<file path="config.mk">
export PLATFORM = sky130hd
export DESIGN_NAME = memory_test_sequencer
export DESIGN_NICKNAME = d
export VERILOG_FILES = /design/src/rtl/core/mts_pkg.sv /design/src/rtl/core/memory_test_sequencer.sv
export SDC_FILE = /design/constraint.sdc
export NUM_CORES = 1
export LEC_CHECK = 0
export ABC_AREA = 0
export ABC_CLOCK_PERIOD_IN_PS = 9980
export BUFFER_PORTS_ARGS = -buffer_cell sky130_fd_sc_hd__buf_2
export CAP_MARGIN = 20
export CORE_MARGIN = 2
export CORE_UTILIZATION = 57
export CTS_CLUSTER_SIZE = 12
export DETAILED_ROUTE_END_ITERATION = 10
export GPL_ROUTABILITY_DRIVEN = 0
export GPL_TIMING_DRIVEN = 0
export PLACE_DENSITY = 0.82
export REMOVE_ABC_BUFFERS = 1
export SYNTH_ARGS = -nofsm -noshare
export SYNTH_HDL_FRONTEND = slang
export SYNTH_SLANG_ARGS = --single-unit
</file>
<file path="constraint.sdc">
create_clock -name aclk -period 9.98 [get_ports aclk]
set_clock_uncertainty 0.2 [all_clocks]
set_input_delay 0.499 -clock aclk [delete_from_list [all_inputs] [get_ports aclk]]
set_output_delay 0.499 -clock aclk [all_outputs]
set_load 0.1 [all_outputs]
</file>
<file path="src/rtl/core/mts_pkg.sv">
// shared types, constants and pattern function for the memory test sequencer
package mts_pkg;

    localparam int ADDR_BITS = 17;

    // word index and count widths: the count register is 16 bits, index may overshoot by one stride
    localparam int CNT_W = 17;
    localparam int IDX_W = 17;
    localparam longint unsigned WORD_CAP = 64'(1) << (ADDR_BITS - 2);

    localparam int CFG_IDX_W  = 8;
    localparam int CFG_DATA_W = 16;

    localparam int S_FIELDS_W = 1 + 32;
    localparam int S_TDATA_W  = ((S_FIELDS_W + 7) / 8) * 8;
    localparam int M_FIELDS_W = ADDR_BITS + 32 + 1 + 1 + 2 + ADDR_BITS;
    localparam int M_TDATA_W  = ((M_FIELDS_W + 7) / 8) * 8;
    localparam int M_TUSER_W  = 3;

    localparam logic [15:0] WORD_COUNT_RST  = 16'd32768;
    localparam logic [15:0] WORD_STRIDE_RST = 16'd256;
    localparam logic [3:0]  PASS_COUNT_RST  = 4'd5;
    localparam logic [7:0]  BYTE_SPAN_RST   = 8'd128;

    typedef enum logic [CFG_IDX_W-1:0] {
        REG_WORD_COUNT  = 8'd0,
        REG_WORD_STRIDE = 8'd1,
        REG_PASS_COUNT  = 8'd2,
        REG_BYTE_SPAN   = 8'd3
    } cfg_reg_t;

    typedef enum logic [1:0] {
        FAIL_NONE = 2'd0,
        FAIL_WORD = 2'd1,
        FAIL_BYTE = 2'd2
    } fail_kind_t;

    typedef enum logic [5:0] {
        PH_IDLE = 6'b000001,
        PH_WWR  = 6'b000010,
        PH_WRD  = 6'b000100,
        PH_BWR  = 6'b001000,
        PH_BRD  = 6'b010000,
        PH_DONE = 6'b100000
    } phase_t;

    function automatic logic [31:0] xorshift32(input logic [31:0] x);
        logic [31:0] t;
        t = x ^ (x << 13);
        t = t ^ (t >> 17);
        t = t ^ (t << 5);
        return t;
    endfunction

    function automatic logic is_running(input phase_t ph);
        return (ph == PH_WWR) || (ph == PH_WRD) || (ph == PH_BWR) || (ph == PH_BRD);
    endfunction

endpackage

</file>
<file path="src/rtl/core/memory_test_sequencer.sv">
// memory self-test sequencer: xorshift32 word passes followed by a byte walk
// a result transaction is registered in the output register after its input transaction
// has passed the input register, when the output register is free to take it
// throughput: one slot per cycle while the output does not stall (one state update per slot)
// a stalled output leaves one more input transaction parked in the input register
// reset (aresetn low, synchronous) returns to idle with cleared status and reset config
module memory_test_sequencer (
    input  logic                            aclk,
    input  logic                            aresetn,
    input  logic                            cfg_valid,
    output logic                            cfg_ready,
    input  logic [mts_pkg::CFG_IDX_W-1:0]   cfg_index,
    input  logic [mts_pkg::CFG_DATA_W-1:0]  cfg_data,
    input  logic                            s_tvalid,
    output logic                            s_tready,
    input  logic [mts_pkg::S_TDATA_W-1:0]   s_tdata,   // go, read_data, zero pad
    input  logic                            s_tuser,   // read_valid
    output logic                            m_tvalid,
    input  logic                            m_tready,
    // req_addr, req_wdata, busy_res, done_res, fail_kind, fail_addr, zero pad
    output logic [mts_pkg::M_TDATA_W-1:0]   m_tdata,
    output logic [mts_pkg::M_TUSER_W-1:0]   m_tuser    // req_valid, req_write, req_byte
);
    import mts_pkg::*;

    // configuration
    logic [15:0] word_count_reg, word_stride_reg;
    logic [3:0]  pass_count_reg;
    logic [7:0]  byte_span_reg;

    // input register
    logic        in_valid_reg, in_go_reg, in_rvalid_reg;
    logic [31:0] in_rdata_reg;

    // sequencer state
    phase_t                 phase_reg, phase_next;
    logic [3:0]             pass_reg, pass_next;
    logic [IDX_W-1:0]       idx_reg, idx_next;
    logic [31:0]            prng_reg, prng_next;
    logic [31:0]            exp_reg, exp_next;
    logic [7:0]             bi_reg, bi_next;
    logic                   pend_reg, pend_next;
    logic [1:0]             fk_reg, fk_next;
    logic [ADDR_BITS-1:0]   fa_reg, fa_next;

    // output register
    logic                   m_valid_reg;
    logic                   rq_v_reg, rq_w_reg, rq_b_reg;
    logic [ADDR_BITS-1:0]   rq_a_reg;
    logic [31:0]            rq_d_reg;
    logic                   busy_reg, done_reg;

    logic                   rq_v, rq_w, rq_b;
    logic [ADDR_BITS-1:0]   rq_a;
    logic [31:0]            rq_d;

    logic                   advance;
    logic [CNT_W-1:0]       cnt_eff;
    logic [IDX_W-1:0]       stride_eff;
    logic [31:0]            xs_state, xs_seed, xs_seed_inc;
    logic [3:0]             pass_inc;
    logic                   go_bytes, brd_check;

    assign cfg_ready = 1'b1;
    assign advance   = in_valid_reg && (!m_valid_reg || m_tready);
    assign s_tready  = !in_valid_reg || advance;

    assign cnt_eff    = (64'(word_count_reg) < WORD_CAP) ? CNT_W'(word_count_reg)
                                                         : CNT_W'(WORD_CAP);
    assign stride_eff = (word_stride_reg == 16'd0) ? IDX_W'(1) : IDX_W'(word_stride_reg);

    always_ff @(posedge aclk) begin
        if (!aresetn) begin
            word_count_reg  <= WORD_COUNT_RST;
            word_stride_reg <= WORD_STRIDE_RST;
            pass_count_reg  <= PASS_COUNT_RST;
            byte_span_reg   <= BYTE_SPAN_RST;
        end else if (cfg_valid && cfg_ready) begin
            unique case (cfg_index)
                REG_WORD_COUNT:  word_count_reg  <= cfg_data;
                REG_WORD_STRIDE: word_stride_reg <= cfg_data;
                REG_PASS_COUNT:  pass_count_reg  <= cfg_data[3:0];
                REG_BYTE_SPAN:   byte_span_reg   <= cfg_data[7:0];
                default: ;
            endcase
        end
    end

    always_ff @(posedge aclk) begin
        if (!aresetn) begin
            in_valid_reg <= 1'b0;
        end else if (s_tvalid && s_tready) begin
            in_valid_reg <= 1'b1;
        end else if (advance) begin
            in_valid_reg <= 1'b0;
        end
    end

    always_ff @(posedge aclk) begin
        if (s_tvalid && s_tready) begin
            in_go_reg     <= s_tdata[0];
            in_rdata_reg  <= s_tdata[32:1];
            in_rvalid_reg <= s_tuser;
        end
    end

    // one slot of the sequencer: resolve a pending read, take a start, issue a request
    always_comb begin
        phase_next = phase_reg;
        pass_next  = pass_reg;
        idx_next   = idx_reg;
        prng_next  = prng_reg;
        exp_next   = exp_reg;
        bi_next    = bi_reg;
        pend_next  = pend_reg;
        fk_next    = fk_reg;
        fa_next    = fa_reg;
        rq_v       = 1'b0;
        rq_w       = 1'b0;
        rq_b       = 1'b0;
        rq_a       = '0;
        rq_d       = '0;
        go_bytes   = 1'b0;
        brd_check  = 1'b0;
        pass_inc   = pass_reg + 4'd1;

        if (is_running(phase_reg) && pend_reg && in_rvalid_reg) begin
            pend_next = 1'b0;
            if (phase_reg == PH_WRD) begin
                if (in_rdata_reg == exp_reg) begin
                    idx_next = idx_reg + stride_eff;
                end else begin
                    fk_next    = FAIL_WORD;
                    fa_next    = ADDR_BITS'({idx_reg, 2'b00});
                    phase_next = PH_DONE;
                end
            end else if (phase_reg == PH_BRD) begin
                if (in_rdata_reg[7:0] == exp_reg[7:0]) begin
                    bi_next = bi_reg + 8'd1;
                end else begin
                    fk_next    = FAIL_BYTE;
                    fa_next    = ADDR_BITS'(bi_reg);
                    phase_next = PH_DONE;
                end
            end
        end

        if ((phase_next == PH_IDLE || phase_next == PH_DONE) && in_go_reg) begin
            fk_next   = FAIL_NONE;
            fa_next   = '0;
            pend_next = 1'b0;
            idx_next  = '0;
            bi_next   = '0;
            exp_next  = '0;
            if (pass_count_reg == 4'd0) begin
                pass_next  = 4'd0;
                prng_next  = '0;
                phase_next = PH_BWR;
            end else begin
                pass_next  = 4'd1;
                prng_next  = 32'd1;
                phase_next = PH_WWR;
            end
        end

        xs_state    = xorshift32(prng_next);
        xs_seed     = xorshift32(32'(pass_next));
        xs_seed_inc = xorshift32(32'(pass_inc));

        if (is_running(phase_next) && !pend_next) begin
            unique case (phase_next)
                PH_WWR: begin
                    if (CNT_W'(idx_next) < cnt_eff) begin
                        rq_v      = 1'b1;
                        rq_w      = 1'b1;
                        rq_a      = ADDR_BITS'({idx_next, 2'b00});
                        rq_d      = xs_state;
                        prng_next = xs_state;
                        idx_next  = idx_next + stride_eff;
                    end else if (cnt_eff != '0) begin
                        // write sweep over, reseed and read back from index zero
                        rq_v       = 1'b1;
                        rq_a       = '0;
                        idx_next   = '0;
                        prng_next  = xs_seed;
                        exp_next   = xs_seed;
                        pend_next  = 1'b1;
                        phase_next = PH_WRD;
                    end else begin
                        go_bytes = 1'b1;
                    end
                end
                PH_WRD: begin
                    if (CNT_W'(idx_next) < cnt_eff) begin
                        rq_v      = 1'b1;
                        rq_a      = ADDR_BITS'({idx_next, 2'b00});
                        prng_next = xs_state;
                        exp_next  = xs_state;
                        pend_next = 1'b1;
                    end else if (pass_next >= pass_count_reg || cnt_eff == '0) begin
                        go_bytes = 1'b1;
                    end else begin
                        // next pass starts with its first write at index zero
                        pass_next  = pass_inc;
                        rq_v       = 1'b1;
                        rq_w       = 1'b1;
                        rq_a       = '0;
                        rq_d       = xs_seed_inc;
                        prng_next  = xs_seed_inc;
                        idx_next   = stride_eff;
                        phase_next = PH_WWR;
                    end
                end
                PH_BWR: begin
                    if (bi_next < byte_span_reg) begin
                        rq_v    = 1'b1;
                        rq_w    = 1'b1;
                        rq_b    = 1'b1;
                        rq_a    = ADDR_BITS'(bi_next);
                        rq_d    = 32'(bi_next);
                        bi_next = bi_next + 8'd1;
                    end else begin
                        bi_next    = '0;
                        phase_next = PH_BRD;
                        brd_check  = 1'b1;
                    end
                end
                PH_BRD: brd_check = 1'b1;
                default: ;
            endcase
        end

        if (go_bytes) begin
            bi_next = '0;
            if (byte_span_reg != 8'd0) begin
                rq_v       = 1'b1;
                rq_w       = 1'b1;
                rq_b       = 1'b1;
                rq_a       = '0;
                rq_d       = '0;
                bi_next    = 8'd1;
                phase_next = PH_BWR;
            end else begin
                phase_next = PH_BRD;
                brd_check  = 1'b1;
            end
        end

        if (brd_check) begin
            if (bi_next < byte_span_reg) begin
                rq_v      = 1'b1;
                rq_b      = 1'b1;
                rq_a      = ADDR_BITS'(bi_next);
                exp_next  = 32'(bi_next);
                pend_next = 1'b1;
            end else begin
                phase_next = PH_DONE;
            end
        end
    end

    always_ff @(posedge aclk) begin
        if (!aresetn) begin
            phase_reg <= PH_IDLE;
            pass_reg  <= '0;
            idx_reg   <= '0;
            prng_reg  <= '0;
            exp_reg   <= '0;
            bi_reg    <= '0;
            pend_reg  <= 1'b0;
            fk_reg    <= FAIL_NONE;
            fa_reg    <= '0;
        end else if (advance) begin
            phase_reg <= phase_next;
            pass_reg  <= pass_next;
            idx_reg   <= idx_next;
            prng_reg  <= prng_next;
            exp_reg   <= exp_next;
            bi_reg    <= bi_next;
            pend_reg  <= pend_next;
            fk_reg    <= fk_next;
            fa_reg    <= fa_next;
        end
    end

    always_ff @(posedge aclk) begin
        if (!aresetn) begin
            m_valid_reg <= 1'b0;
        end else if (advance) begin
            m_valid_reg <= 1'b1;
        end else if (m_tready) begin
            m_valid_reg <= 1'b0;
        end
    end

    always_ff @(posedge aclk) begin
        if (advance) begin
            rq_v_reg <= rq_v;
            rq_w_reg <= rq_w;
            rq_b_reg <= rq_b;
            rq_a_reg <= rq_a;
            rq_d_reg <= rq_d;
            busy_reg <= is_running(phase_next);
            done_reg <= (phase_next == PH_DONE);
        end
    end

    assign m_tvalid = m_valid_reg;
    assign m_tuser  = {rq_b_reg, rq_w_reg, rq_v_reg};
    assign m_tdata  = M_TDATA_W'({fa_reg, fk_reg, done_reg, busy_reg, rq_d_reg, rq_a_reg});

    // a read is outstanding only during a read sweep
    a_pend_phase: assert property (@(posedge aclk) disable iff (!aresetn)
        pend_reg |-> (phase_reg == PH_WRD || phase_reg == PH_BRD))
        else $error("read pending outside a read phase");

    // a recorded failure always ends the run
    a_fail_done: assert property (@(posedge aclk) disable iff (!aresetn)
        (fk_reg != FAIL_NONE) |-> (phase_reg == PH_DONE))
        else $error("failure recorded while not done");

    // no request while waiting for a missing read answer
    a_wait_read: assert property (@(posedge aclk) disable iff (!aresetn)
        (advance && pend_reg && !in_rvalid_reg && !in_go_reg) |=> !rq_v_reg)
        else $error("request issued with a read outstanding");

    // a run in progress and a finished run are exclusive in every result
    a_busy_done: assert property (@(posedge aclk) disable iff (!aresetn)
        m_valid_reg |-> !(busy_reg && done_reg))
        else $error("busy and done both set");

endmodule

</file>
Yosys cells after proc, flatten, opt, wreduce, memory -nomap -nowiden:

Cells that the tools add are included.

* add/sub/neg operators: 5
* reduce and logical (&&, ||, !) cells: 38
* muxes and demuxes: 137
* equal/unequal tests: 22
* $lt $le $gt $ge: 5
* bitwise logic cells: 9

Operators with widths (number)
* 2-to-1 mux 32 bit: 17
* 2-to-1 mux 17 bit: 21
* one-hot mux 32 bit (2 select lines): 2
* one-hot mux 32 bit (3 select lines): 1
* 2-to-1 mux 6 bit: 15
* 2-to-1 mux 8 bit: 11
* one-hot mux 17 bit (2 select lines): 2
* XOR 32 bit: 2
* 2-to-1 mux 1 bit: 45
* 2-to-1 mux 22 bit: 2
* XOR 17 x 22 -> 22 bit: 2
* adder 17 x 16 -> 17 bit: 2
* XOR 17 x 1 -> 17 bit (second input constant): 2
* XOR 4 x 17 -> 17 bit: 2
* == test 32 bit: 1
* 2-to-1 mux 16 bit: 2
* XOR 32 x 15 -> 32 bit: 1
* 2-to-1 mux 4 bit: 6
* == test 6 x 2 -> 1 bit (second input constant): 3
* == test 6 x 3 -> 1 bit (second input constant): 3
* == test 6 x 4 -> 1 bit (second input constant): 3
* == test 6 x 5 -> 1 bit (second input constant): 3
* one-hot mux 6 bit (3 select lines): 1
* logical NOT 17 bit: 1
* other kinds (29): 66

* register bits after elaboration: 253
* logic and storage cells: 241
* output and inout port bits: 78
* bits of input ports: 70

Logic depth before layout (Yosys ltp):

* depth after elaboration: 25
* gate-level depth with buffers: 36
* gate-level depth less buffers: 34

Worst setup path after synthesis:

No wires, ideal clock.

* kind: register to register
* from: register phase_reg[1]
* to: register exp_reg[0]
* data arrival time: 7229 ps
* required time: 9663 ps
* clock period less this slack: 7545 ps
* cell stages (with the launch flop): 32
* path slack: 2435 ps
* path buffers: 6
* setup time: 117 ps
* cells stage by stage: dfxtp_1 -> buf_6 -> or2_4 -> or4_1 -> buf_4 -> a211oi_2 -> o21bai_2 -> a21oi_1 -> clkbuf_1 -> buf_2 -> buf_1 -> buf_1 -> nor2_1 -> ha_1 -> a21o_1 -> a21o_1 -> a2111oi_0 -> a31oi_1 -> nand3b_1 -> a211o_1 -> a22o_1 -> o211ai_1 -> o21ai_2 -> nand2b_1 -> inv_1 -> ha_1 -> a211oi_1 -> nor2b_1 -> o31a_1 -> o22a_4 -> or4_1 -> a22o_1

* longest elaborated chain between the ends: 21
* elaborated cells on any way between the ends: 73
* those cells by class: add/sub: 1; order compare: 4; eq/ne: 10; mux: 39; bitwise: 6; reduce/logical: 13

Ends and longest elaborated chain
* start: declaration: RTL line memory_test_sequencer.sv:36 `phase_t phase_reg, phase_next;`
* start signal: assignment: RTL line memory_test_sequencer.sv:274 `phase_reg <= phase_next;`
* branches (longest 17 deep; another with < comparator 17 x 16 -> 1 bit)
* 2-to-1 mux 8 bit (*): RTL line memory_test_sequencer.sv:233 `if (go_bytes) begin`
* named net bi_next[2]: RTL line memory_test_sequencer.sv:41 `logic [7:0] bi_reg, bi_next;`
* < comparator 8 bit (*): RTL line memory_test_sequencer.sv:250 `if (bi_next < byte_span_reg) begin`
* 2-to-1 mux 32 bit (*): RTL line memory_test_sequencer.sv:250
* 2-to-1 mux 32 bit (*): RTL line memory_test_sequencer.sv:249 `if (brd_check) begin`
* end signal: assignment: RTL line memory_test_sequencer.sv:278 `exp_reg <= exp_next;`
* end: declaration: RTL line memory_test_sequencer.sv:40 `logic [31:0] exp_reg, exp_next;`

Mark *: on every way through the listed nets, which the timed path passes.
A chain may end at the register's enable or synchronous reset.

Final worst setup path:

* from: register word_stride_reg[5]
* to: register exp_reg[24]

* longest elaborated chain between the ends: 15
* elaborated cells on any way between the ends: 21
* those cells by class: add/sub: 1; order compare: 2; mux: 17; reduce/logical: 1

Ends and longest elaborated chain
* start: declaration: RTL line memory_test_sequencer.sv:27 `logic [15:0] word_count_reg, word_stride_reg;`
* start signal: assignment: RTL line memory_test_sequencer.sv:81 `REG_WORD_STRIDE: word_stride_reg <= cfg_data;`
* logical NOT 16 bit: RTL line memory_test_sequencer.sv:70 `assign stride_eff = (word_stride_reg == 16'd0) ? IDX_W'(1) : IDX_W'(word_stride_reg);`
* 2-to-1 mux 16 bit (*): RTL line memory_test_sequencer.sv:70
* adder 17 x 16 -> 17 bit (*): RTL line memory_test_sequencer.sv:131 `idx_next = idx_reg + stride_eff;`
* 2-to-1 mux 17 bit (*): RTL line memory_test_sequencer.sv:130 `if (in_rdata_reg == exp_reg) begin`
* 2-to-1 mux 17 bit (*): RTL line memory_test_sequencer.sv:129 `if (phase_reg == PH_WRD) begin`
* 2-to-1 mux 17 bit (*): RTL line memory_test_sequencer.sv:127 `if (is_running(phase_reg) && pend_reg && in_rvalid_reg) begin`
* 2-to-1 mux 17 bit (*): RTL line memory_test_sequencer.sv:148 `if ((phase_next == PH_IDLE || phase_next == PH_DONE) && in_go_reg) begin`
* < comparator 17 x 16 -> 1 bit (*): RTL line memory_test_sequencer.sv:173, memory_test_sequencer.sv:194
* 2-to-1 mux 1 bit (on tied branches): RTL line memory_test_sequencer.sv:194, memory_test_sequencer.sv:173
* one-hot mux 1 bit (2 select lines) (*): RTL line memory_test_sequencer.sv:171 `unique case (phase_next)`
* 2-to-1 mux 1 bit (*): RTL line memory_test_sequencer.sv:170 `if (is_running(phase_next) && !pend_next) begin`
* 2-to-1 mux 8 bit (*): RTL line memory_test_sequencer.sv:233
* named net bi_next[4]: RTL line memory_test_sequencer.sv:41
* < comparator 8 bit (*): RTL line memory_test_sequencer.sv:250
* 2-to-1 mux 32 bit (*): RTL line memory_test_sequencer.sv:250
* 2-to-1 mux 32 bit (*): RTL line memory_test_sequencer.sv:249

The timed path passes the listed nets; every way through them passes the cells marked *.

==> run summary <==
The CTS buffer count came out at 28. The endpoint identified for the worst register-to-register timing path is exp_reg[24]. In this run the power density over the cells is 144 nW/µm².

TritonCTS built the clock tree. The first global-routing pass estimated 77500 µm of wire. Launching element type of the critical path: a flop. Leaving out fill and tap cells, the most frequent cells in the layout are 219 x sky130_fd_sc_hd__nand2_1, 208 x sky130_fd_sc_hd__nor2_1, 165 x sky130_fd_sc_hd__dfxtp_1. The run finished with clean final reports.

Area of combinational cells with multiple inputs: 9420 µm². The worst min-delay path class is primary input to flop. For the pin with the worst max-slew slack, the measured transition is 1.18 ns. The cell sitting at the root of the clock tree is a sky130_fd_sc_hd__clkbuf_16. Adding up every negative setup slack in the final design gives 0 ns. The logs give 0 for the overall overflow remaining after global route and 0.261 ns for the worst setup slack after layout. The worst setup path is of the flop to flop kind. Post-synthesis async set-or-reset flop share: 0%. The count of endpoints failing hold in the final timing report was 0; the sequential cell area in the final layout was 5950 µm².

In the final layout, the share of cells above drive strength 1 is 12.7%. The tools report the area enclosed by the die boundary as 29500 µm². The run gives 95 as the count of different cell masters after synthesis. Overall routed net length: 50600 µm. Compared with the post-synthesis result, the final layout area differs by 13.8%.

In this design, the stage delay of the slowest critical-path cell is 0.68 ns. During synthesis, Yosys emitted a total of 0 warnings. The library cell used most frequently in the layout, excluding fill and tap cells, is sky130_fd_sc_hd__nand2_1. The logs give 2233 for the DRC violation total after the first TritonRoute iteration and 3 for the maximum buffer depth of the clock tree. The detail route stage leaves a number of antenna-violating nets equal to 0.

The slowest cell on the critical path was sky130_fd_sc_hd__a2111oi_0. The run gives 0 as the final antenna diode count. For the cell area after synthesis, the log shows 16100 µm². The worst pin sits at a relative slew slack of 21.1%. In the synthesized netlist, the number of instances is 1895. Setup repair after global routing left no endpoint under its margin. The fmax was 103 MHz. For the clock sink count, the log shows 253. The top fanout value on the critical path is 16. After detailed routing, the number of vias per cell comes to 6.58. The DRC violations left is 0, and the number of maximum-capacitance violations is 0. Clock transition at the register clock pins on the worst setup and hold paths after CTS: 0.06 ns. The run gives 2254 as the number of filler cells placed in the layout. For the worst setup path, the data arrival time is 10.01 ns. Before CTS, the worst setup slack after placement is 0.437 ns. After layout, the worst path uses 97.4% of the clock period. The pre-antenna-repair detailed-routing pass consisted of 6 iterations. The number of enable-type register cells in the synthesized netlist is 88, and the number of slew-limit violations in the final report is 0. The static leakage was 7.22 nW; the placed wire-length estimate after detailed placement was 35500 µm.

The number of buffers added on ports was 137. The number of global-route vias before repair was 14400. The most used flip-flop cell after synthesis is sky130_fd_sc_hd__dfxtp_1.

Final routed wire length divided by cell count: 21.2 µm. The net total in the final layout is 2121, and the number of antenna violations at the first check in global routing is 1. The setup-violating endpoint count in the final report is 0. In this run the worst setup path terminates at exp_reg[24]. The number of levels in the clock H-tree is 1, and the number of cells on the worst reg-to-reg path is 34. The total routing resource utilization after global routing was 33.2%; the synthesized flop and latch total was 253. The initialized floorplan defines 61 standard-cell rows.

The critical path starts at word_stride_reg[5]. The initial utilization of the core area, before any placement, comes to 57.8%. Entering global routing, the biggest net connects 116 pins. The startpoint identified for the worst register-to-register timing path is word_stride_reg[5]. For the maximum vdd ir drop, the log shows 0.132 mV.

The top-level I/O count is 148, and the average size of a mapped cell is 8.48 µm². STA classifies the critical path endpoint as a flop. For the register-to-register path setup slack, the log shows 0.26 ns. The routed design could run at a clock period as short as 9.72 ns. In this design, the critical path's most frequently occurring cell is sky130_fd_sc_hd__a21oi_1. The detailed router placed 15700 vias in this run. Data on the critical path is required at its endpoint by 10.27 ns. The die is 172 µm tall. The die is 172 µm wide. Clock latency on the worst-skew pair: 0.57 ns.

In this run the standard cell core region covers 27800 µm². The share of the yosys chip area belonging to registers was 37.0%.
-- power breakdown --
group          internal, W  switching, W
registers          0.00109     0.0000198
logic             0.000132      0.000347
clock network     0.000615      0.000433
-- through the flow --
step	power [W]	cells	hold WS [ns]	instance area [µm²]	util [%]
4_1_cts	0.00262	2381	0.000988	18200	65.7
5_1_grt	0.00270	2384	0.0168	18300	65.8
2_1_floorplan	0.00143	1759	0.243	15500	-
3_3_place_gp	0.00155	2274	0.238	16600	59.8
6_report	0.00264	2384	0.00586	18300	65.8
3_5_place_dp	0.00158	2287	0.243	16900	60.8
-- cell usage after synthesis (all sizes together) (7+ instances only) --
| cell | count | area share [%] |
|---|---|---|
| xnor2 | 66 | 3.6 |
| buf | 47 | 1.6 |
| nand4 | 20 | 0.82 |
| nand2 | 220 | 5.2 |
| nor2 | 210 | 4.9 |
| a211o | 7 | 0.38 |
| a31oi | 14 | 0.64 |
| a221oi | 20 | 1.1 |
| ha | 65 | 5.1 |
| nor3 | 39 | 1.3 |
| clkbuf | 90 | 2.1 |
| a22oi | 33 | 1.6 |
| a22o | 10 | 0.55 |
| or3 | 8 | 0.31 |
| dfxtp | 165 | 21 |
| a32o | 19 | 1.2 |
| a21o | 31 | 1.4 |
| and4 | 7 | 0.40 |
| o21bai | 7 | 0.35 |
| and3 | 10 | 0.39 |
| nand3 | 40 | 1.2 |
| o211ai | 11 | 0.51 |
| a21oi | 169 | 5.5 |
| o21a | 12 | 0.56 |
| o22ai | 11 | 0.43 |
| edfxtp | 88 | 16 |
| o21ai | 117 | 3.7 |
| or2 | 8 | 0.34 |
| xor2 | 68 | 3.7 |
| inv | 37 | 0.86 |
| nand2b | 14 | 0.55 |
| nor4 | 26 | 1.1 |
| nor2b | 9 | 0.35 |
| and2 | 24 | 0.93 |
| a211oi | 15 | 0.79 |
| mux2i | 65 | 4.1 |
| o31ai | 7 | 0.33 |
-- kinds of logic after synthesis --
family | share of synthesized area [%]
buffers and inverters | 4.66
DFF | 37.0
and+or+nand+nor | 18.8
other | 0.0468
AOI/OAI and AO/OA | 22.7
xor gates and xnor gates | 7.31
muxes | 4.19
adders and majority gates | 5.37
-- timing repair --
item,in CTS,in global routing
buffers inserted,0,0
endpoints found under the hold margin,45,0
hold buffers,42,0
setup endpoints to repair,0,13
gates resized for setup,0,2
-- worst min-delay path by stage --
stage,startpoint,to,slack [ns],cells past startpoint
floorplan,byte_span_reg[7],byte_span_reg[7],0.24,2
global placement,fa_reg[8],fa_reg[8],0.24,2
detailed placement,fa_reg[9],fa_reg[9],0.24,2
CTS,cfg_data[12],word_count_reg[12],0.001,3
global route,cfg_data[5],word_count_reg[5],0.02,3
finish,cfg_data[12],word_count_reg[12],0.006,3
-- routing by layer --
layer	up-vias	global-route usage (%)	share of wire, %
met3	265	9.41	13
met1	7230	42.8	38
met2	1119	51.9	43
li1	7060	-	-
met4	2	15.3	5.4
met5	-	0	0.026
-- worst max-delay path: cells and delay by family, from the launching register on --
kind                       cells  cell delay (ns)
AOI/OAI and AO/OA             22             5.65
adders and majority gates      4             1.30
DFF                            1             0.61
and+or+nand+nor                6             1.59
xor gates and xnor gates       1             0.14
muxes                          1             0.14
-- cell type report --
class | count | area share [%]
Sequential cell | 253 | 32.5
Inverter | 39 | 0.842
Clock inverter | 9 | 0.623
Multi-Input combinational cell | 1467 | 51.5
Timing Repair Buffer | 195 | 7.43
Clock buffer | 43 | 4.47
Tap cell | 378 | 2.59
Note: power is estimated with default switching activity, not from simulation.
